$ cat src/rtl/assert_macros.svh
// assertion macros for the rtl files, included by the top level
`ifndef ASSERT_MACROS_SVH
`define ASSERT_MACROS_SVH
`ifndef ASSERT_OFF
// checked while reset is released
`define ASSERT_RST(lbl, clk, rst_n, prop) \
  lbl: assert property (@(posedge clk) disable iff (!rst_n) prop) \
    else $error("assertion failed");
// checked at every edge, reset included
`define ASSERT_ALWAYS(lbl, clk, prop) \
  lbl: assert property (@(posedge clk) prop) else $error("assertion failed");
`else
`define ASSERT_RST(lbl, clk, rst_n, prop)
`define ASSERT_ALWAYS(lbl, clk, prop)
`endif
`endif

$ cat src/rtl/uwe_pkg.sv
// shared types, constants and helpers of the unique word extractor
package uwe_pkg;

  localparam int TABLE_DEPTH = 512;
  localparam int WORD_MAX    = 49;
  localparam int STORE_DEPTH = TABLE_DEPTH * WORD_MAX;

  localparam int CNT_W  = $clog2(TABLE_DEPTH + 1);
  localparam int IDX_W  = (TABLE_DEPTH > 1) ? $clog2(TABLE_DEPTH) : 1;
  localparam int LEN_W  = $clog2(WORD_MAX + 1);
  localparam int WBI_W  = (WORD_MAX > 1) ? $clog2(WORD_MAX) : 1;
  localparam int ADDR_W = (STORE_DEPTH > 1) ? $clog2(STORE_DEPTH) : 1;

  // stride between table entries in the word store
  localparam logic [ADDR_W:0] WM_STEP = (ADDR_W+1)'(WORD_MAX);

  localparam int QUEUE_DEPTH = 4;
  localparam int QP_W        = $clog2(QUEUE_DEPTH);

  localparam logic [7:0] CH_LF    = 8'h0a;
  localparam logic [7:0] CH_CR    = 8'h0d;
  localparam logic [7:0] CH_TAB   = 8'h09;
  localparam logic [7:0] CH_SPACE = 8'h20;
  localparam logic [7:0] CH_APOS  = 8'h27;
  localparam logic [7:0] CH_HYPH  = 8'h2d;
  localparam logic [7:0] CH_EQ    = 8'h3d;
  localparam logic [7:0] CH_UA    = 8'h41;
  localparam logic [7:0] CH_UZ    = 8'h5a;
  localparam logic [7:0] CH_LA    = 8'h61;
  localparam logic [7:0] CH_LZ    = 8'h7a;
  localparam logic [7:0] CASE_GAP = 8'h20;

  typedef enum logic [1:0] {
    CMD_ECHO,
    CMD_KEEP,
    CMD_FLUSH
  } cmd_kind_t;

  typedef struct packed {
    cmd_kind_t  kind;
    logic [7:0] data;
    logic       eot;
  } cmd_t;

  typedef struct packed {
    logic full;
    logic empty;
  } queue_sts_t;

  typedef enum logic [3:0] {
    ST_IDLE,
    ST_ECHO,
    ST_FLUSH,
    ST_RDL,
    ST_CMPL,
    ST_RDB,
    ST_CMPB,
    ST_NF,
    ST_FULL,
    ST_CRD,
    ST_CWR,
    ST_EQ,
    ST_LF,
    ST_FIN
  } back_state_t;

  function automatic logic is_sep(input logic [7:0] c);
    return c inside {CH_SPACE, CH_TAB, CH_CR, CH_LF};
  endfunction

endpackage

$ cat src/rtl/uwe_queue.sv
// small command queue between front end and back end
module uwe_queue (
  input  logic                clk,
  input  logic                rst_n,
  input  logic                push,
  input  uwe_pkg::cmd_t       push_cmd,
  input  logic                pop,
  output uwe_pkg::cmd_t       head,
  output uwe_pkg::queue_sts_t sts
);

  uwe_pkg::cmd_t mem_r [uwe_pkg::QUEUE_DEPTH];
  logic [uwe_pkg::QP_W-1:0] wp_r, rp_r;
  logic [uwe_pkg::QP_W:0]   cnt_r;

  assign head      = mem_r[rp_r];
  assign sts.full  = (cnt_r == (uwe_pkg::QP_W+1)'(uwe_pkg::QUEUE_DEPTH));
  assign sts.empty = (cnt_r == '0);

  always_ff @(posedge clk) begin
    if (push) mem_r[wp_r] <= push_cmd;
  end

  always_ff @(posedge clk) begin
    if (!rst_n) begin
      wp_r  <= '0;
      rp_r  <= '0;
      cnt_r <= '0;
    end else begin
      if (push) wp_r <= wp_r + 1'b1;
      if (pop)  rp_r <= rp_r + 1'b1;
      if (push && !pop)      cnt_r <= cnt_r + 1'b1;
      else if (!push && pop) cnt_r <= cnt_r - 1'b1;
    end
  end

endmodule

$ cat config.mk
export PLATFORM = sky130hd
export DESIGN_NAME = uwe_queue
export DESIGN_NICKNAME = d
export VERILOG_FILES = /design/src/rtl/assert_macros.svh /design/src/rtl/uwe_pkg.sv /design/src/rtl/uwe_queue.sv
export SDC_FILE = /design/constraint.sdc
export NUM_CORES = 1
export LEC_CHECK = 0
export ABC_AREA = 1
export BUFFER_PORTS_ARGS = -buffer_cell sky130_fd_sc_hd__buf_2
export CELL_PAD_IN_SITES_DETAIL_PLACEMENT = 0
export CELL_PAD_IN_SITES_GLOBAL_PLACEMENT = 1
export CORE_ASPECT_RATIO = 0.8
export CORE_MARGIN = 2
export CORE_UTILIZATION = 49
export DETAILED_ROUTE_END_ITERATION = 10
export PLACE_DENSITY_LB_ADDON = 0.2
export SLEW_MARGIN = 20
export SYNTH_ARGS = -nofsm -noshare
export SYNTH_HDL_FRONTEND = slang
export SYNTH_SLANG_ARGS = --single-unit
export TNS_END_PERCENT = 5
$ cat constraint.sdc
create_clock -name clk -period 2.75 [get_ports clk]
set_input_delay 0.825 -clock clk [delete_from_list [all_inputs] [get_ports clk]]
set_output_delay 0.825 -clock clk [all_outputs]
set_load 0.01 [all_outputs]
==> impl_metrics.csv, run 1 <==
group,metric,value,unit
run_status,run_status,"finished, final reports clean",
grt,grt_use_total,0.167,
floorplan,row_count,21,
power,power_density,649,nW/um^2
detailed_routing,drt.antenna.violating_nets,0,
timing,final_ws_setup,0.342,ns
layout,final_core_utilization,0.566,
timing,unrepaired_setup_endpoints_after_global_routing,"no",
worst_setup_path,worst-r2r-cell-count,4,
synthesis,synth_top_cell_area_share,0.634,
floorplan,io-pin-count,28,
synthesis,yosys.cell_count.top_type,"sky130_fd_sc_hd__edfxtp_1",
worst_setup_path,kind_of_critical_path,"reg2out",
place,placement.cell_area,2250,um^2
detailed_routing,routed_via_density,5.02,
synthesis,async_reset_ff_frac,0,
worst_setup_path,critical_path.max_fanout,22,
synthesis,ys_top_cells_by_area,"sky130_fd_sc_hd__edfxtp_1 (63%), sky130_fd_sc_hd__dfxtp_1 (8.6%), sky130_fd_sc_hd__nor2_1 (4.9%), sky130_fd_sc_hd__o21ai_1 (4.3%), sky130_fd_sc_hd__o22ai_1 (3.3%)",
layout,fill_cells,361,
detailed_routing,detail_route.first_pass.iterations,4,
layout,antenna_cells_inserted,0,
clocking,cts-buffers-inserted,5,
worst_setup_path,r2r_end,"mem_r[2][8]$_DFFE_PP_",
worst_setup_path,critical-path-slowest-cell,"sky130_fd_sc_hd__dfxtp_1",
synthesis,synth.yosys.warnings,0,
clocking,cts_buffer_depth,2,
detailed_routing,route.final.wire_length,3580,um
clocking,clk_latency,0.30,ns
worst_setup_path,cp_data_required_time,1.93,ns
timing,fin_crit,2.41,ns
detailed_routing,drtIter0Drc,53,
job,drv_cap,0,
worst_setup_path,crit_chain,"inv_2 > o21ai_0 > o22ai_1 > buf_2",
hold_path,worst_hold_end,"rp_r[1]$_SDFFE_PN0P_",
grt,grt_overflow_total,0,
timing,clock_skew,0.00586,ns
power,power_leakage,0.893,nW
clocking,postCtsResizedCells,0,
synthesis,syn-num-nets,186,
hold_path,worst_hold_path.num_cells,1,
synthesis,synthCells,165,
synthesis,sequential_area_share_after_synthesis,0.720,
floorplan,die_width,76.9,um
worst_setup_path,endpoint_kind,"output pin",
detailed_routing,drc,0,
place,dp_cells,244,
place,setup_slack_placement,0.657,ns
synthesis,synth-xor-area-share,0,
synthesis,muxShareOfSynthArea,0,
floorplan,floorplan.die.height,62.3,um
synthesis,synth.avg_cell_area,12.6,um^2
synthesis,mappedNetlistArea,2080,um^2
clocking,cts.clk_slew.worst_paths,0.08,ns
worst_setup_path,worst-path-buf-inv,2,
floorplan,floorplan.initialDensity,0.505,
clocking,cts_tree,"done",
timing,final-hold-violation-count,0,
timing,finalSetupTns,0,ns
worst_setup_path,startpoint_type,"flop",
timing,worst_slew_pin_slew,0.509,ns
timing,final.period_utilization,0.876,
timing,timing_max_transition_violations_final,0,
power,totalPowerFinal,1.51,mW
worst_setup_path,regToRegSetupSlack,1.33,ns
place,gp_routability_congestion,0.797,
synthesis,synth.lib_cells_used.distinct,18,
layout,layout.nets,215,
grt,grt_pass1_vias,1219,
place,io_buf_count,27,
detailed_routing,via_count,1266,
timing,max_freq,415,MHz
synthesis,area_fraction_in_compound_gates_after_synthesis,0.110,
worst_setup_path,timing.rr.start,"wp_r[0]$_SDFFE_PN0P_",
layout,area_growth,12.0,%
layout,finish.cell_count_without_fillers,252,
clocking,clockRootBuffer,"sky130_fd_sc_hd__clkbuf_8",
layout,post_route_cells_drive_above_1_share,0.205,
layout,layout.cell_area.non_filler,2330,um^2
timing,final.hold.worst_slack,0.446,ns
clocking,number_of_post_cts_setup_repair_buffers,0,
hold_path,hold_start,"rp_r[1]$_SDFFE_PN0P_",
worst_setup_path,critical_path.max_stage_delay,0.57,ns
grt,grt_first_pass_wirelength,5980,um
hold_path,timing.hold.worst.class,"reg2reg",
timing,setup_violations,0,
synthesis,dominantRegCellSynth,"sky130_fd_sc_hd__edfxtp_1",
synthesis,yosys_reg_bits,53,
floorplan,core_outline_area,4130,um^2
worst_setup_path,cp.arrival,1.58,ns
synthesis,synth_fa_ha_area_frac,0.0396,
floorplan,dieArea,4790,um^2
grt,antenna_violations_before_repair,0,
timing,relSlewSlack,0.660,
place,place_hpwl,2360,um
power,peakVddDrop,0.414,mV
synthesis,synth.largest_area_cell,"sky130_fd_sc_hd__edfxtp_1",
synthesis,synth_enable_flop_cells,44,
clocking,cts-hold-fix-buffers,0,
clocking,sink_count_of_the_clock_tree,53,
worst_setup_path,worst_path_dominant_cell_family,"flip-flops",
detailed_routing,detail_route.wl_per_cell,14.2,um
synthesis,synth_simple_gate_area_share,0.0750,
synthesis,dominant_combinational_cell_family_by_area_after_synthesis,"compound AO/OA/AOI/OAI gates",
clocking,htree_levels,2,
synthesis,synth.top_cells.by_count,"sky130_fd_sc_hd__edfxtp_1 (44), sky130_fd_sc_hd__nor2_1 (27), sky130_fd_sc_hd__o21ai_1 (18)",
grt,grt_start_max_net_pins,23,
[power by group]
group          internal (mW)  switching (mW)
logic                 0.0626           0.106
clock network          0.179           0.234
registers              0.910          0.0229
[how the worst max path moves through the flow]
stage | startpoint | end | slack [ns] | depth (start not counted)
after floorplan | pop | cnt_r[2]$_SDFFE_PN0P_ | 0.92 | 10
after detailed placement | flop | head[7] | 0.66 | 4
after global placement | flop | head[10] | 0.70 | 4
final | flop | head[6] | 0.34 | 4
after CTS | flop | head[7] | 0.32 | 4
after global routing | flop | head[9] | 0.14 | 4
[kinds of logic after synthesis]
kind of cell,count (synthesis)
compound gates,43
buf+inv,23
flops,53
simple gates,40
fa+ha+maj,6
[per-layer routing]
| layer | part of all wire | track usage | wire [um] |
|---|---|---|---|
| met2 | 0.48 | 0.266 | 1730 |
| met3 | 0.048 | 0.0523 | 172 |
| met5 | 0 | 0 | 0 |
| met4 | 0.0078 | 0.0477 | 28 |
| met1 | 0.46 | 0.221 | 1650 |
[worst reg2reg max path: cells and delay by family (launching register included)]
family / cells / cell delay, ns
fa+ha+maj: 1 / 0.16
buf+inv: 2 / 0.50
flops: 1 / 0.34
simple gates: 1 / 0.05
[cell usage in the layout (no fill, tap or decap)]
master                       count
sky130_fd_sc_hd__a21oi_1         4
sky130_fd_sc_hd__buf_2          27
sky130_fd_sc_hd__buf_4           1
sky130_fd_sc_hd__clkbuf_1        1
sky130_fd_sc_hd__clkbuf_8        5
sky130_fd_sc_hd__clkinvlp_4      2
sky130_fd_sc_hd__dfxtp_1         9
sky130_fd_sc_hd__edfxtp_1       44
sky130_fd_sc_hd__fa_1            1
sky130_fd_sc_hd__ha_1            5
sky130_fd_sc_hd__inv_1          12
sky130_fd_sc_hd__inv_2           5
sky130_fd_sc_hd__nand2_1         9
sky130_fd_sc_hd__nand3_1         1
sky130_fd_sc_hd__nand4_1         1
sky130_fd_sc_hd__nor2_1         27
sky130_fd_sc_hd__nor3_1          2
sky130_fd_sc_hd__o21ai_0        10
sky130_fd_sc_hd__o21ai_1        18
sky130_fd_sc_hd__o22ai_1        11
[registers in the layout, indices dropped and copies added (netlist names), named ones only]
| signal | cells |
|---|---|
| mem_r | 44 |
| cnt_r | 3 |
| rp_r | 2 |
| wp_r | 2 |
[layout make-up]
cell class                      instances  area (um^2)  share of cell area
Tap cell                               57         71.3              0.0305
Inverter                               17         63.8              0.0273
Clock buffer                            6         72.6              0.0311
Clock inverter                          2         15.0             0.00643
Multi-Input combinational cell         89          468               0.200
Sequential cell                        53         1500               0.643
Timing Repair Buffer                   28          143              0.0611
Power figures use the tool's default switching activity.
==> run 2, diff against run 1 <==
Settings changed: CORE_UTILIZATION 49 to 45.
Clock period 2.75 ns to 2.65 ns, I/O delays scaled along.
==> run 2 against run 1 <==
  * Critical path depth is the same
  * Via count grew 5.3%
  * Total power grew 5.8%
  * Global-route usage grew 0.065 points
  * Combinational power grew 7%
  * Setup slack lost 0.088 ns
  * Sequential cell count is the same
  * Clock skew shrank 0.00086 ns
  * Wire length grew 7.6%
  * Final area grew 0.27%
  * Final cell count grew 1.2%
  * Clock power grew 10%
  * Highest routed layer unchanged
==> impl_metrics.csv, run 2 (same netlist as run 1, synthesis figures left out) <==
group,metric,value,unit
detailed_routing,detail_route.first_pass.iterations,4,
detailed_routing,drtIter0Drc,111,
power,power.net_switching,380,uW
clocking,number_of_post_cts_setup_repair_buffers,0,
floorplan,row_count,22,
power,peakVddDrop,0.374,mV
clocking,postCtsResizedCells,0,
timing,final-hold-violation-count,0,
layout,layout.cell_area.non_filler,2340,um^2
timing,finalSetupTns,0,ns
worst_setup_path,critical_path.max_stage_delay,0.56,ns
clocking,sink_count_of_the_clock_tree,53,
timing,timing_max_transition_violations_final,0,
worst_setup_path,endpoint_kind,"output pin",
layout,layout.nets,215,
layout,antenna_cells_inserted,0,
detailed_routing,drc,0,
worst_setup_path,cp_data_required_time,1.86,ns
place,dp_cells,247,
timing,clock_skew,0.00500,ns
layout,layout.cells.most_common_list,"sky130_fd_sc_hd__edfxtp_1 (44), sky130_fd_sc_hd__nor2_1 (27), sky130_fd_sc_hd__buf_2 (27)",
grt,grt_use_total,0.167,
timing,fin_crit,2.40,ns
power,share_seq_of_total_power,0.604,
floorplan,dieArea,5200,um^2
layout,final_core_utilization,0.519,
detailed_routing,routed_via_density,5.23,
power,fraction_of_power_spent_switching_nets,0.237,
timing,final.period_utilization,0.904,
worst_setup_path,crit_chain,"inv_2 > o21ai_0 > o22ai_1 > buf_2",
worst_setup_path,worst_path_dominant_cell_family,"flip-flops",
worst_setup_path,timing.rr.start,"wp_r[0]$_SDFFE_PN0P_",
timing,setup_violations,0,
layout,post_route_cells_drive_above_1_share,0.200,
layout,area_growth,12.3,%
place,io_buf_count,27,
worst_setup_path,startpoint_type,"flop",
floorplan,core_outline_area,4510,um^2
grt,grt_pass1_vias,1310,
layout,finish.cell_count_without_fillers,255,
worst_setup_path,kind_of_critical_path,"reg2out",
worst_setup_path,worst-path-buf-inv,2,
clocking,cts.clk_slew.worst_paths,0.08,ns
place,setup_slack_placement,0.606,ns
detailed_routing,detail_route.wl_per_cell,15.1,um
clocking,htree_levels,2,
worst_setup_path,cp.arrival,1.60,ns
clocking,cts-buffers-inserted,5,
worst_setup_path,critical-path-slowest-cell,"sky130_fd_sc_hd__dfxtp_1",
worst_setup_path,worst-r2r-cell-count,4,
timing,relSlewSlack,0.625,
power,share_clk_of_total_power,0.285,
timing,max_freq,417,MHz
clocking,clk_latency,0.30,ns
detailed_routing,via_count,1333,
timing,final.hold.worst_slack,0.457,ns
layout,regMostFlops,"mem_r",
layout,leading_cell_type_in_the_layout_fill_and_taps_excluded,"sky130_fd_sc_hd__edfxtp_1",
layout,largest_register_ff_count,44,
clocking,cts-hold-fix-buffers,0,
worst_setup_path,regToRegSetupSlack,1.21,ns
power,intPower,1.22,mW
clocking,cts_tree,"done",
job,drv_cap,0,
power,totalPowerFinal,1.60,mW
timing,unrepaired_setup_endpoints_after_global_routing,"no",
power,power_density,685,nW/um^2
grt,grt_start_max_net_pins,23,
floorplan,die_width,80.1,um
power,combPwrFrac,0.112,
grt,grt_overflow_total,0,
clocking,clockRootBuffer,"sky130_fd_sc_hd__clkbuf_8",
detailed_routing,route.final.wire_length,3850,um
worst_setup_path,crit_end,"head[7]",
grt,antenna_violations_before_repair,0,
timing,final_ws_setup,0.254,ns
worst_setup_path,r2r_end,"mem_r[2][3]$_DFFE_PP_",
hold_path,timing.hold.worst.class,"reg2reg",
floorplan,floorplan.die.height,64.9,um
floorplan,io-pin-count,28,
floorplan,floorplan.initialDensity,0.462,
grt,grt_first_pass_wirelength,6290,um
run_status,run_status,"finished, final reports clean",
worst_setup_path,critical_path_depth,4,
power,power_leakage,0.901,nW
worst_setup_path,critical_path.max_fanout,22,
clocking,cts_buffer_depth,2,
place,placement.cell_area,2250,um^2
detailed_routing,drt.antenna.violating_nets,0,
place,gp_routability_congestion,0.747,
timing,worst_slew_pin_slew,0.562,ns
layout,reg_top3,"mem_r: 44 flops, cnt_r: 3 flops",
place,place_hpwl,2530,um
-- run 2: cell type report --
class                           instances  area, um^2
Fill cell                             417        2170
Sequential cell                        53        1500
Multi-Input combinational cell         89         468
Timing Repair Buffer                   28         143
Clock buffer                            8        90.1
Tap cell                               60        75.1
Inverter                               17        63.8
-- run 2: power groups by stage --
stage	registers, mW	logic [mW]	clock network [mW]
after floorplan	0.977	0.119	0
after global placement	0.985	0.174	0
after detailed placement	0.987	0.180	0
after CTS	0.968	0.181	0.463
after global routing	0.974	0.202	0.499
final	0.968	0.179	0.456
-- run 2: worst min path at each step --
| stage | end | slack [ns] | depth (start not counted) | from |
|---|---|---|---|---|
| after floorplan | flop | 0.41 | 1 | rp_r[1]$_SDFFE_PN0P_ |
| after global placement | rp_r[1]$_SDFFE_PN0P_ | 0.43 | 1 | rp_r[1]$_SDFFE_PN0P_ |
| after detailed placement | flop | 0.44 | 1 | rp_r[1]$_SDFFE_PN0P_ |
| after CTS | rp_r[1]$_SDFFE_PN0P_ | 0.45 | 1 | rp_r[1]$_SDFFE_PN0P_ |
| after global routing | flop | 0.47 | 1 | rp_r[1]$_SDFFE_PN0P_ |
| final | rp_r[1]$_SDFFE_PN0P_ | 0.46 | 1 | rp_r[1]$_SDFFE_PN0P_ |
-- run 2: per-layer routing --
metal  vias to the layer above  wire, um  global-route usage
met5                         -         0                   0
met4                         0        63              0.0784
met3                         7       246              0.0376
met2                        46      1770               0.256
met1                       640      1760               0.228
li1                        640         -                   -
