### config.mk
export PLATFORM = sky130hd
export DESIGN_NAME = uwe_front
export DESIGN_NICKNAME = d
export VERILOG_FILES = /design/src/rtl/assert_macros.svh /design/src/rtl/uwe_pkg.sv /design/src/rtl/uwe_front.sv
export SDC_FILE = /design/constraint.sdc
export NUM_CORES = 1
export LEC_CHECK = 0
export BUFFER_PORTS_ARGS = -buffer_cell sky130_fd_sc_hd__buf_4
export CELL_PAD_IN_SITES_DETAIL_PLACEMENT = 1
export CELL_PAD_IN_SITES_GLOBAL_PLACEMENT = 1
export CORE_MARGIN = 3
export CORE_UTILIZATION = 22
export DETAILED_ROUTE_END_ITERATION = 8
export PLACE_DENSITY_LB_ADDON = 0.05
export SYNTH_ARGS = -nofsm -noshare
export SYNTH_HDL_FRONTEND = slang
export SYNTH_SLANG_ARGS = --single-unit
### constraint.sdc
create_clock -name clk -period 1.6 [get_ports clk]
set_clock_uncertainty 0.2 [all_clocks]
set_input_delay 0 -clock clk [delete_from_list [all_inputs] [get_ports clk]]
set_output_delay 0 -clock clk [all_outputs]
set_load 0.01 [all_outputs]
### src/rtl/assert_macros.svh
// assertion macros for the rtl files, included by the top level
`ifndef ASSERT_MACROS_SVH
`define ASSERT_MACROS_SVH
`ifndef ASSERT_OFF
// checked while reset is released
`define ASSERT_RST(lbl, clk, rst_n, prop) \
  lbl: assert property (@(posedge clk) disable iff (!rst_n) prop) \
    else $error("assertion failed");
// checked at every edge, reset included
`define ASSERT_ALWAYS(lbl, clk, prop) \
  lbl: assert property (@(posedge clk) prop) else $error("assertion failed");
`else
`define ASSERT_RST(lbl, clk, rst_n, prop)
`define ASSERT_ALWAYS(lbl, clk, prop)
`endif
`endif

### src/rtl/uwe_pkg.sv
// shared types, constants and helpers of the unique word extractor
package uwe_pkg;

  localparam int TABLE_DEPTH = 512;
  localparam int WORD_MAX    = 49;
  localparam int STORE_DEPTH = TABLE_DEPTH * WORD_MAX;

  localparam int CNT_W  = $clog2(TABLE_DEPTH + 1);
  localparam int IDX_W  = (TABLE_DEPTH > 1) ? $clog2(TABLE_DEPTH) : 1;
  localparam int LEN_W  = $clog2(WORD_MAX + 1);
  localparam int WBI_W  = (WORD_MAX > 1) ? $clog2(WORD_MAX) : 1;
  localparam int ADDR_W = (STORE_DEPTH > 1) ? $clog2(STORE_DEPTH) : 1;

  // stride between table entries in the word store
  localparam logic [ADDR_W:0] WM_STEP = (ADDR_W+1)'(WORD_MAX);

  localparam int QUEUE_DEPTH = 4;
  localparam int QP_W        = $clog2(QUEUE_DEPTH);

  localparam logic [7:0] CH_LF    = 8'h0a;
  localparam logic [7:0] CH_CR    = 8'h0d;
  localparam logic [7:0] CH_TAB   = 8'h09;
  localparam logic [7:0] CH_SPACE = 8'h20;
  localparam logic [7:0] CH_APOS  = 8'h27;
  localparam logic [7:0] CH_HYPH  = 8'h2d;
  localparam logic [7:0] CH_EQ    = 8'h3d;
  localparam logic [7:0] CH_UA    = 8'h41;
  localparam logic [7:0] CH_UZ    = 8'h5a;
  localparam logic [7:0] CH_LA    = 8'h61;
  localparam logic [7:0] CH_LZ    = 8'h7a;
  localparam logic [7:0] CASE_GAP = 8'h20;

  typedef enum logic [1:0] {
    CMD_ECHO,
    CMD_KEEP,
    CMD_FLUSH
  } cmd_kind_t;

  typedef struct packed {
    cmd_kind_t  kind;
    logic [7:0] data;
    logic       eot;
  } cmd_t;

  typedef struct packed {
    logic full;
    logic empty;
  } queue_sts_t;

  typedef enum logic [3:0] {
    ST_IDLE,
    ST_ECHO,
    ST_FLUSH,
    ST_RDL,
    ST_CMPL,
    ST_RDB,
    ST_CMPB,
    ST_NF,
    ST_FULL,
    ST_CRD,
    ST_CWR,
    ST_EQ,
    ST_LF,
    ST_FIN
  } back_state_t;

  function automatic logic is_sep(input logic [7:0] c);
    return c inside {CH_SPACE, CH_TAB, CH_CR, CH_LF};
  endfunction

endpackage

### src/rtl/uwe_front.sv
// front end: tracks the title line and turns bytes into commands
module uwe_front (
  input  logic             clk,
  input  logic             rst_n,
  input  logic             in_tvalid,
  output logic             in_tready,
  input  logic [7:0]       in_tdata,
  input  logic             in_tlast,
  input  uwe_pkg::queue_sts_t q_sts,
  output logic             q_push,
  output uwe_pkg::cmd_t    q_cmd
);

  logic title_r, title_nxt;
  logic fire;
  logic upper, keep;

  assign in_tready = !q_sts.full;
  assign fire      = in_tvalid && in_tready;

  assign upper = (in_tdata >= uwe_pkg::CH_UA) && (in_tdata <= uwe_pkg::CH_UZ);
  assign keep  = upper || ((in_tdata >= uwe_pkg::CH_LA) && (in_tdata <= uwe_pkg::CH_LZ)) ||
                 (in_tdata == uwe_pkg::CH_APOS) || (in_tdata == uwe_pkg::CH_HYPH);

  always_comb begin
    q_push      = 1'b0;
    q_cmd.kind  = uwe_pkg::CMD_FLUSH;
    q_cmd.data  = upper ? in_tdata + uwe_pkg::CASE_GAP : in_tdata;
    q_cmd.eot   = in_tlast;
    title_nxt   = title_r;
    if (fire) begin
      if (title_r) begin
        q_push     = 1'b1;
        q_cmd.kind = uwe_pkg::CMD_ECHO;
        q_cmd.data = in_tdata;
        if (in_tdata == uwe_pkg::CH_LF) title_nxt = 1'b0;
      end else if (uwe_pkg::is_sep(in_tdata)) begin
        q_push = 1'b1;
      end else if (keep) begin
        q_push     = 1'b1;
        q_cmd.kind = uwe_pkg::CMD_KEEP;
      end else begin
        // dropped byte only matters when it ends the text
        q_push = in_tlast;
      end
      if (in_tlast) title_nxt = 1'b1;
    end
  end

  always_ff @(posedge clk) begin
    if (!rst_n) title_r <= 1'b1;
    else        title_r <= title_nxt;
  end

endmodule

==> metrics.md, run 1 <==
| Metric | Value |
|---|---|
| Final WL | 883 um |
| Gp weighted congestion | 0.783 |
| Cells after Synth | 42 |
| Share of cells above drive strength 1 | 0.567 |
| Top Registers | title_r: 1 flops |
| DR pass1 iterations | 2 |
| Post-synth EDFFs | 0 |
| Synth unique cells | 26 |
| Nets | 84 |
| Area after DPL | 519 um^2 |
| Worst Tran Pin Value | 0.337 ns |
| Layout area overhead | 65.3% |
| Max Cap Viol | 0 |
| Async SR Flop Fraction | 0 |
| Max Fclk | 667 MHz |
| Initial Util | 0.258 |
| Wire length per cell | 10.9 um |
| Die area | 1920 um^2 |
| Slew Viols, Final | 0 |
| Initial antenna violation count | 0 |
| # diodes | 0 |
| Chip width | 43.8 um |
| Die Ht | 43.8 um |
| Post-DP HPWL | 815 um |
| Top cell type's share of synthesized area | 0.167 |
| Avg Cell Area, Syn | 7.48 um^2 |
| Status | complete, but fails checks |
| Fin crit period | 1.50 ns |
| Critical Path RT | 1.40 ns |
| Power per Cell Area | 283 nW/um^2 |
| RSZ-0062 raised after global routing | no |
| First-pass GRT wire length | 1.42 mm |
| Vias | 383 |
| Largest net degree at the start of global routing | 7 |
| Most common cell after layout, fill and taps aside | buf_4 |
| FP Rows | 12 |
| Vias in the first global route | 334 |
| Vias/cell | 4.73 |
| Hold slack | -0.00470 ns |
| Final Power | 0.000147 W |
| Clk pin slew, worst setup/hold paths | 0 ns |
| Post-synth top area cell | buf_4 |
| Synth top area cells | buf_4 17%, a2111oi_4 8.8%, dfxtp_1 6.4% |
| Syn_nets | 57 |
| DRC Markers | 0 |
| Worst-path fanout max | 4 |
| I/O pins | 27 |
| Critical path class | in -> out |
| Hold Vio Cnt, Final | 1 |
| Worst vdd ir | 81.4 uV |
| Hold_buf cts | 0 |
| Core Region | 1220 um^2 |
| Critical path capture point type | primary output |
| Post-route cell area | 519 um^2 |
| Critical path startpoint category | input port |
| Dominant register cell in the synthesized netlist | dfxtp_1 |
| Lkg Pwr | 0.263 nW |
| Most flop-heavy register | title_r |
| FF+latch count, synth | 1 |
| Hold Crit Class | in -> reg |
| Grt ovf | 0 |
| Port Buffers | 25 |
| Max reg flops | 1 |
| GRT Util Overall | 0.0896 |
| Final ANT Viol Nets | 0 |
| Fin crit share | 0.937 |
| Latest clock arrival within the worst-skew pair | 0 ns |
| Synthesized cell area | 314 um^2 |
| Synth warn | 0 |
| Initial DRC Count | 1 |
| Total Negative Setup Slacks | 0 ns |
| Critical path arrival | 1.30 ns |
| Failing checks | negative hold slack |
| Most frequent cells in the layout | 32 x buf_4, 3 x nor2_1, 3 x inv_1, 3 x nand3_1, 3 x o21ai_0 |
| Final setup vio count | 0 |
| # Post-CTS Setup Buffers | 0 |
| Max_slew headroom | 0.773 |
| Sequential area share after synthesis | 0.0637 |
| CTS-repair resized insts | 0 |
## path summary, 6_finish.rpt
kind                from        to  slack (ns)  cells past startpoint
max          in_tdata[2]  q_cmd[7]        0.10                      7
min                rst_n   title_r      -0.005                      2
max reg2reg      title_r   title_r        0.72                      2
min reg2reg      title_r   title_r        0.38                      2
## routing by layer
layer | global-route usage | routed length (um)
met2 | 0.154 | 394
met5 | 0 | 0
met1 | 0.129 | 390
met4 | 0 | 0
met3 | 0.00415 | 98
## cell usage after synthesis (2+ instances only)
master / instances
buf_4: 7
nand2_1: 2
o21ai_0: 4
nor2_1: 3
inv_1: 3
nand3_1: 3
## kinds of logic (layout without fill, tap and decap cells)
kind of cell,after synthesis,count (layout),share of synthesized area
and+or+nand+nor,16,16,0.275
AOI/OAI and AO/OA,11,11,0.311
buffers and inverters,10,35,0.203
muxes,2,2,0.0797
adders and majority gates,1,1,0.0398
xor gates and xnor gates,1,1,0.0279
DFF,1,1,0.0637
## metrics by stage
stage,utilization,instances,hold slack [ns],worst slack (ns)
after floorplan,-,42,-0.156,0.178
after global placement,0.427,81,0.00170,0.0487
after detailed placement,0.427,81,0.00176,0.0364
after CTS,0.427,81,0.00298,0.0316
after global routing,0.427,81,0.00803,0.0136
final,0.427,81,-0.00470,0.101
## final cells by class
cell class | instances | area (um^2)
Fill cell | 161 | 697
Timing Repair Buffer | 32 | 240
Sequential cell | 1 | 20.0
Tap cell | 14 | 17.5
Inverter | 3 | 11.3
Multi-Input combinational cell | 31 | 230
## critical path, stage by stage
cell       delay, ns
buf_4           0.11
buf_4           0.13
a21oi_1         0.13
nor2_1          0.08
a2111oi_4       0.37
mux2_4          0.33
buf_4           0.14
## power by group
part	internal, W	switching (W)	total (W)
logic	0.0000689	0.0000526	0.000121
registers	0.0000255	0.0000000409	0.0000255
clock network	0	0	0
total	0.0000944	0.0000526	0.000147
(Power assumes the default switching activity.)
==> run 2, diff against run 1 <==
==> constraint.sdc (replaced) <==
create_clock -name clk -period 1.6 [get_ports clk]
set_clock_uncertainty 0.2 [all_clocks]
set_input_delay 0 -clock clk [delete_from_list [all_inputs] [get_ports clk]]
set_output_delay 0 -clock clk [all_outputs]
set_load 0.05 [all_outputs]
==> metrics.md, run 2 (synthesized netlist as in run 1, its figures left out) <==
| Metric | Value |
|---|---|
| Share of cells above drive strength 1 | 0.594 |
| Post-DP HPWL | 818 um |
| Final ANT Viol Nets | 0 |
| Max incr delay on CP | 0.37 ns |
| Largest delay contributor family on the critical path | compound AO/OA/AOI/OAI gates |
| Top Registers | title_r: 1 flops |
| Max Fclk | 667 MHz |
| Chip width | 43.8 um |
| Hold Vio Cnt, Final | 0 |
| Critical path startpoint category | input port |
| DR pass1 iterations | 3 |
| Final WL | 937 um |
| Max reg flops | 1 |
| DRC Markers | 0 |
| Power per Cell Area | 382 nW/um^2 |
| Most flop-heavy register | title_r |
| Critical path capture point type | primary output |
| Nets | 86 |
| Critical Path RT | 1.40 ns |
| I/O pins | 27 |
| Initial DRC Count | 6 |
| Lkg Pwr | 0.274 nW |
| Vias/cell | 4.65 |
| Gp weighted congestion | 0.848 |
| Max Cap Viol | 0 |
| Core Region | 1220 um^2 |
| Hold depth | 3 |
| Fin crit share | 0.937 |
| Critical path class | in -> out |
| Status | finished clean |
| Worst Path Buf+Inv | 3 |
| Slew Viols, Final | 0 |
| Max_slew headroom | 0.762 |
| Clk pin slew, worst setup/hold paths | 0 ns |
| Critical path arrival | 1.30 ns |
| Wire length per cell | 11.3 um |
| Worst Tran Pin Value | 0.354 ns |
| Port Buffers | 25 |
| Grt ovf | 0 |
| GRT Util Overall | 0.0946 |
| Worst vdd ir | 122 uV |
| # diodes | 0 |
| Largest net degree at the start of global routing | 7 |
| First-pass GRT wire length | 1.51 mm |
| RSZ-0062 raised after global routing | no |
| Most common cell after layout, fill and taps aside | buf_4 |
| FP Rows | 12 |
| Vias | 386 |
| Total Negative Setup Slacks | 0 ns |
| Initial Util | 0.258 |
| Cell depth of the worst flop-to-flop path | 2 |
| Final setup vio count | 0 |
| Crit. path cell count | 7 |
| Hold Crit Class | in -> reg |
| Most used cell along the critical path | buf_4 |
| Die area | 1920 um^2 |
| Critical Path Slowest Stage Cell | a2111oi_4 |
| Die Ht | 43.8 um |
| Vias in the first global route | 341 |
| Worst-path fanout max | 3 |
| # Post-CTS Setup Buffers | 0 |
| Cell Chain, Critical Path | buf_4 > buf_4 > a21oi_2 > nor2_1 > a2111oi_4 > mux2_4 > buf_6 |
| Layout area overhead | 74.9% |
| Latest clock arrival within the worst-skew pair | 0 ns |
| Initial antenna violation count | 0 |
| Fin crit period | 1.50 ns |
| Final core utilization | 0.452 |
| Most frequent cells in the layout | 32 x buf_4, 3 x nor2_1, 3 x inv_1, 3 x nand3_1 |
==> run 2: cell count changes in the layout (fill, tap and decap cells not counted) <==
cell           before  now
a211oi_2            0    1
buf_6               0    1
a21oi_1             1    0
a21oi_2             0    1
dlygate4sd3_1       0    1
o21ai_0             3    2
a211oi_1            1    0
o21ai_1             1    2
==> run 2: layout make-up <==
| type | count | area [um^2] |
|---|---|---|
| Fill cell | 160 | 667 |
| Multi-Input combinational cell | 31 | 239 |
| Tap cell | 14 | 17.5 |
| Inverter | 3 | 11.3 |
| Timing Repair Buffer | 34 | 262 |
| Sequential cell | 1 | 20.0 |
==> run 2: worst min-delay path, stage by stage <==
cell,delay [ns]
buf_4,0.10
nand2_1,0.05
nand3_1,0.07
==> run 2: routing by layer <==
metal	vias up	wire length, um	global-route usage
met5	-	0	0
met4	0	0	0
met3	0	77	0.00415
met2	14	413	0.151
met1	170	446	0.146
li1	202	-	-
==> run 2: report_power, final <==
group	internal, W	switching [W]
Clock	0	0
Sequential	0.0000255	0.0000000411
Combinational	0.0000761	0.000108
Total	0.000102	0.000108
==> run 2: repair_timing <==
| item | 4_1_cts | 5_1_grt |
|---|---|---|
| pin swaps | 1 | 0 |
| endpoints found under the setup margin | 1 | 2 |
| gates resized for setup | 0 | 4 |
| hold buffers | 1 | 0 |
| hold endpoints to repair | 1 | 0 |
| gates cloned | 0 | 0 |
==> run 2: path summary, 6_finish.rpt <==
| check | startpoint | endpoint | slack (ns) |
|---|---|---|---|
| setup / recovery | in_tdata[1] | q_cmd[7] | 0.10 |
| hold / removal | in_tlast | title_r | 0.05 |
| setup reg to reg | title_r | title_r | 0.71 |
| hold reg to reg | title_r | title_r | 0.38 |
==> run 2: through the flow <==
stage	hold WS [ns]	worst slack [ns]	area [um^2]	cells	total power, W
2_1_floorplan	-0.128	0.0252	314	42	0.000138
3_3_place_gp	-0.00799	0.00321	527	82	0.000206
3_5_place_dp	-0.00656	0.00440	527	82	0.000205
4_1_cts	0.0564	0.0247	537	83	0.000208
5_1_grt	0.0674	0.00960	549	83	0.000223
6_report	0.0481	0.100	549	83	0.000210
==> run 3, diff against run 2 <==
==> constraint.sdc (replaced) <==
create_clock -name clk -period 1.6 [get_ports clk]
set_clock_uncertainty 0.2 [all_clocks]
set_input_delay 0 -clock clk [delete_from_list [all_inputs] [get_ports clk]]
set_output_delay 0 -clock clk [all_outputs]
set_load 0.1 [all_outputs]
==> metrics.md, run 3 (synthesized netlist as in run 1, its figures left out) <==
| Metric | Value |
|---|---|
| Status | finished clean |
| Most frequent cells in the layout | 33 x buf_4, 3 x nor2_1, 3 x inv_1, 3 x nand3_1 |
| Vias in the first global route | 361 |
| Fin crit period | 1.54 ns |
| Max Fclk | 648 MHz |
| Worst vdd ir | 167 uV |
| Die area | 1920 um^2 |
| Critical Path RT | 1.40 ns |
| Max Cap Viol | 0 |
| Hold Vio Cnt, Final | 0 |
| Layout area overhead | 90.4% |
| First-pass GRT wire length | 1.59 mm |
| GRT Util Overall | 0.0979 |
| Port Buffers | 25 |
| Critical path startpoint category | input port |
| DRC Markers | 0 |
| Gp weighted congestion | 0.773 |
| Max incr delay on CP | 0.38 ns |
| Critical Path Slowest Stage Cell | a2111oi_4 |
| Grt ovf | 0 |
| Area after DPL | 556 um^2 |
| Power per Cell Area | 485 nW/um^2 |
| Fin crit share | 0.964 |
| Post-route cell area | 598 um^2 |
| Clk pin slew, worst setup/hold paths | 0 ns |
| Final ANT Viol Nets | 0 |
| Critical path arrival | 1.34 ns |
| # Post-CTS Setup Buffers | 0 |
| Vias | 401 |
| Reg-to-reg slack, setup | 0.70 ns |
| Worst Tran Pin Value | 0.382 ns |
| Largest net degree at the start of global routing | 7 |
| # diodes | 0 |
| Hold Crit Class | in -> reg |
| Chip width | 43.8 um |
| Initial DRC Count | 1 |
| Critical path class | in -> out |
| FP Rows | 12 |
| Max_slew headroom | 0.744 |
| Worst r2r src | title_r |
| WHS Endpoint | title_r |
| Vias/cell | 4.66 |
| R2r endpoint | title_r |
| I/O pins | 27 |
| Post-DP HPWL | 839 um |
| Die Ht | 43.8 um |
| Most used cell along the critical path | buf_4 |
| Cell Chain, Critical Path | buf_4 > buf_4 > a21oi_2 > nor2_1 > a2111oi_4 > mux2_4 > buf_12 |
| DR pass1 iterations | 3 |
| Most common cell after layout, fill and taps aside | buf_4 |
| Most flop-heavy register | title_r |
| Nets | 89 |
| Max reg flops | 1 |
| Wire length per cell | 11.5 um |
| Final WL | 986 um |
| Final Power | 0.000290 W |
| Critical path capture point type | primary output |
| Core Region | 1220 um^2 |
| Lkg Pwr | 0.297 nW |
| Slew Viols, Final | 0 |
| Latest clock arrival within the worst-skew pair | 0 ns |
| Initial antenna violation count | 0 |
| Hold_sp | in_tlast |
| Worst-path fanout max | 3 |
| Initial Util | 0.258 |
| Cell depth of the worst flop-to-flop path | 2 |
| Top Registers | title_r: 1 flops |
| Final setup vio count | 0 |
| Share of cells above drive strength 1 | 0.667 |
| Hold depth | 3 |
[run 3: cell types whose count changed in the layout (fill, tap and decap cells not counted), sizes merged]
cell | before | now
buf | 33 | 36
[run 3: how the worst max path moves through the flow]
stage                            from        end  slack (ns)  cells after the start
after floorplan           in_tdata[5]  q_cmd[10]        -0.1                      5
after global placement    in_tdata[1]   q_cmd[7]       -0.04                      6
after detailed placement  in_tdata[1]   q_cmd[7]       -0.06                      6
after CTS                 in_tdata[5]  q_cmd[10]       0.002                      8
after global routing      in_tdata[1]   q_cmd[7]       -0.01                      7
final                     in_tdata[1]   q_cmd[7]        0.06                      7
[run 3: repair_timing]
item	4_1_cts	5_1_grt
hold endpoints to repair	1	0
resized for setup	2	7
endpoints found under the setup margin	2	4
hold buffers	1	0
pin swaps	1	1
[run 3: final cells by class]
class	count	area, um^2
sequential	1	20.0
timing repair buffer	37	300
fill	160	618
multi-input combinational	31	249
inverter	3	11.3
tap	14	17.5
[run 3: where the power goes]
group          switching [W]  total (W)  internal, W
Clock                      0          0            0
Combinational       0.000177   0.000264    0.0000874
Sequential      0.0000000475  0.0000255    0.0000255
[run 3: layer usage]
layer  track usage  part of all wire  up-vias  wire (um)
li1              -                 -      208          -
met1         0.150              0.46      181        450
met2         0.160              0.48       12        471
met3             0             0.065        0         64
met4             0                 0        0          0
met5             0                 0        -          0
[run 3: critical path, delay by kind of cell]
family,cells,cell delay (ns)
buffers and inverters,3,0.43
AND/OR/NAND/NOR,1,0.07
AO/OA/AOI/OAI,2,0.49
multiplexers,1,0.35
[run 3: per-stage QoR]
| stage | instances | hold slack, ns | setup TNS, ns | worst slack (ns) | util |
|---|---|---|---|---|---|
| after global routing | 86 | 0.0637 | -0.0115 | -0.0115 | 0.492 |
| after floorplan | 42 | -0.128 | -0.109 | -0.0999 | - |
| after global placement | 85 | -0.00658 | -0.0880 | -0.0414 | 0.457 |
| final | 86 | 0.0373 | 0 | 0.0571 | 0.492 |
| after detailed placement | 85 | -0.0110 | -0.0841 | -0.0615 | 0.457 |
| after CTS | 86 | 0.0424 | 0 | 0.00193 | 0.471 |
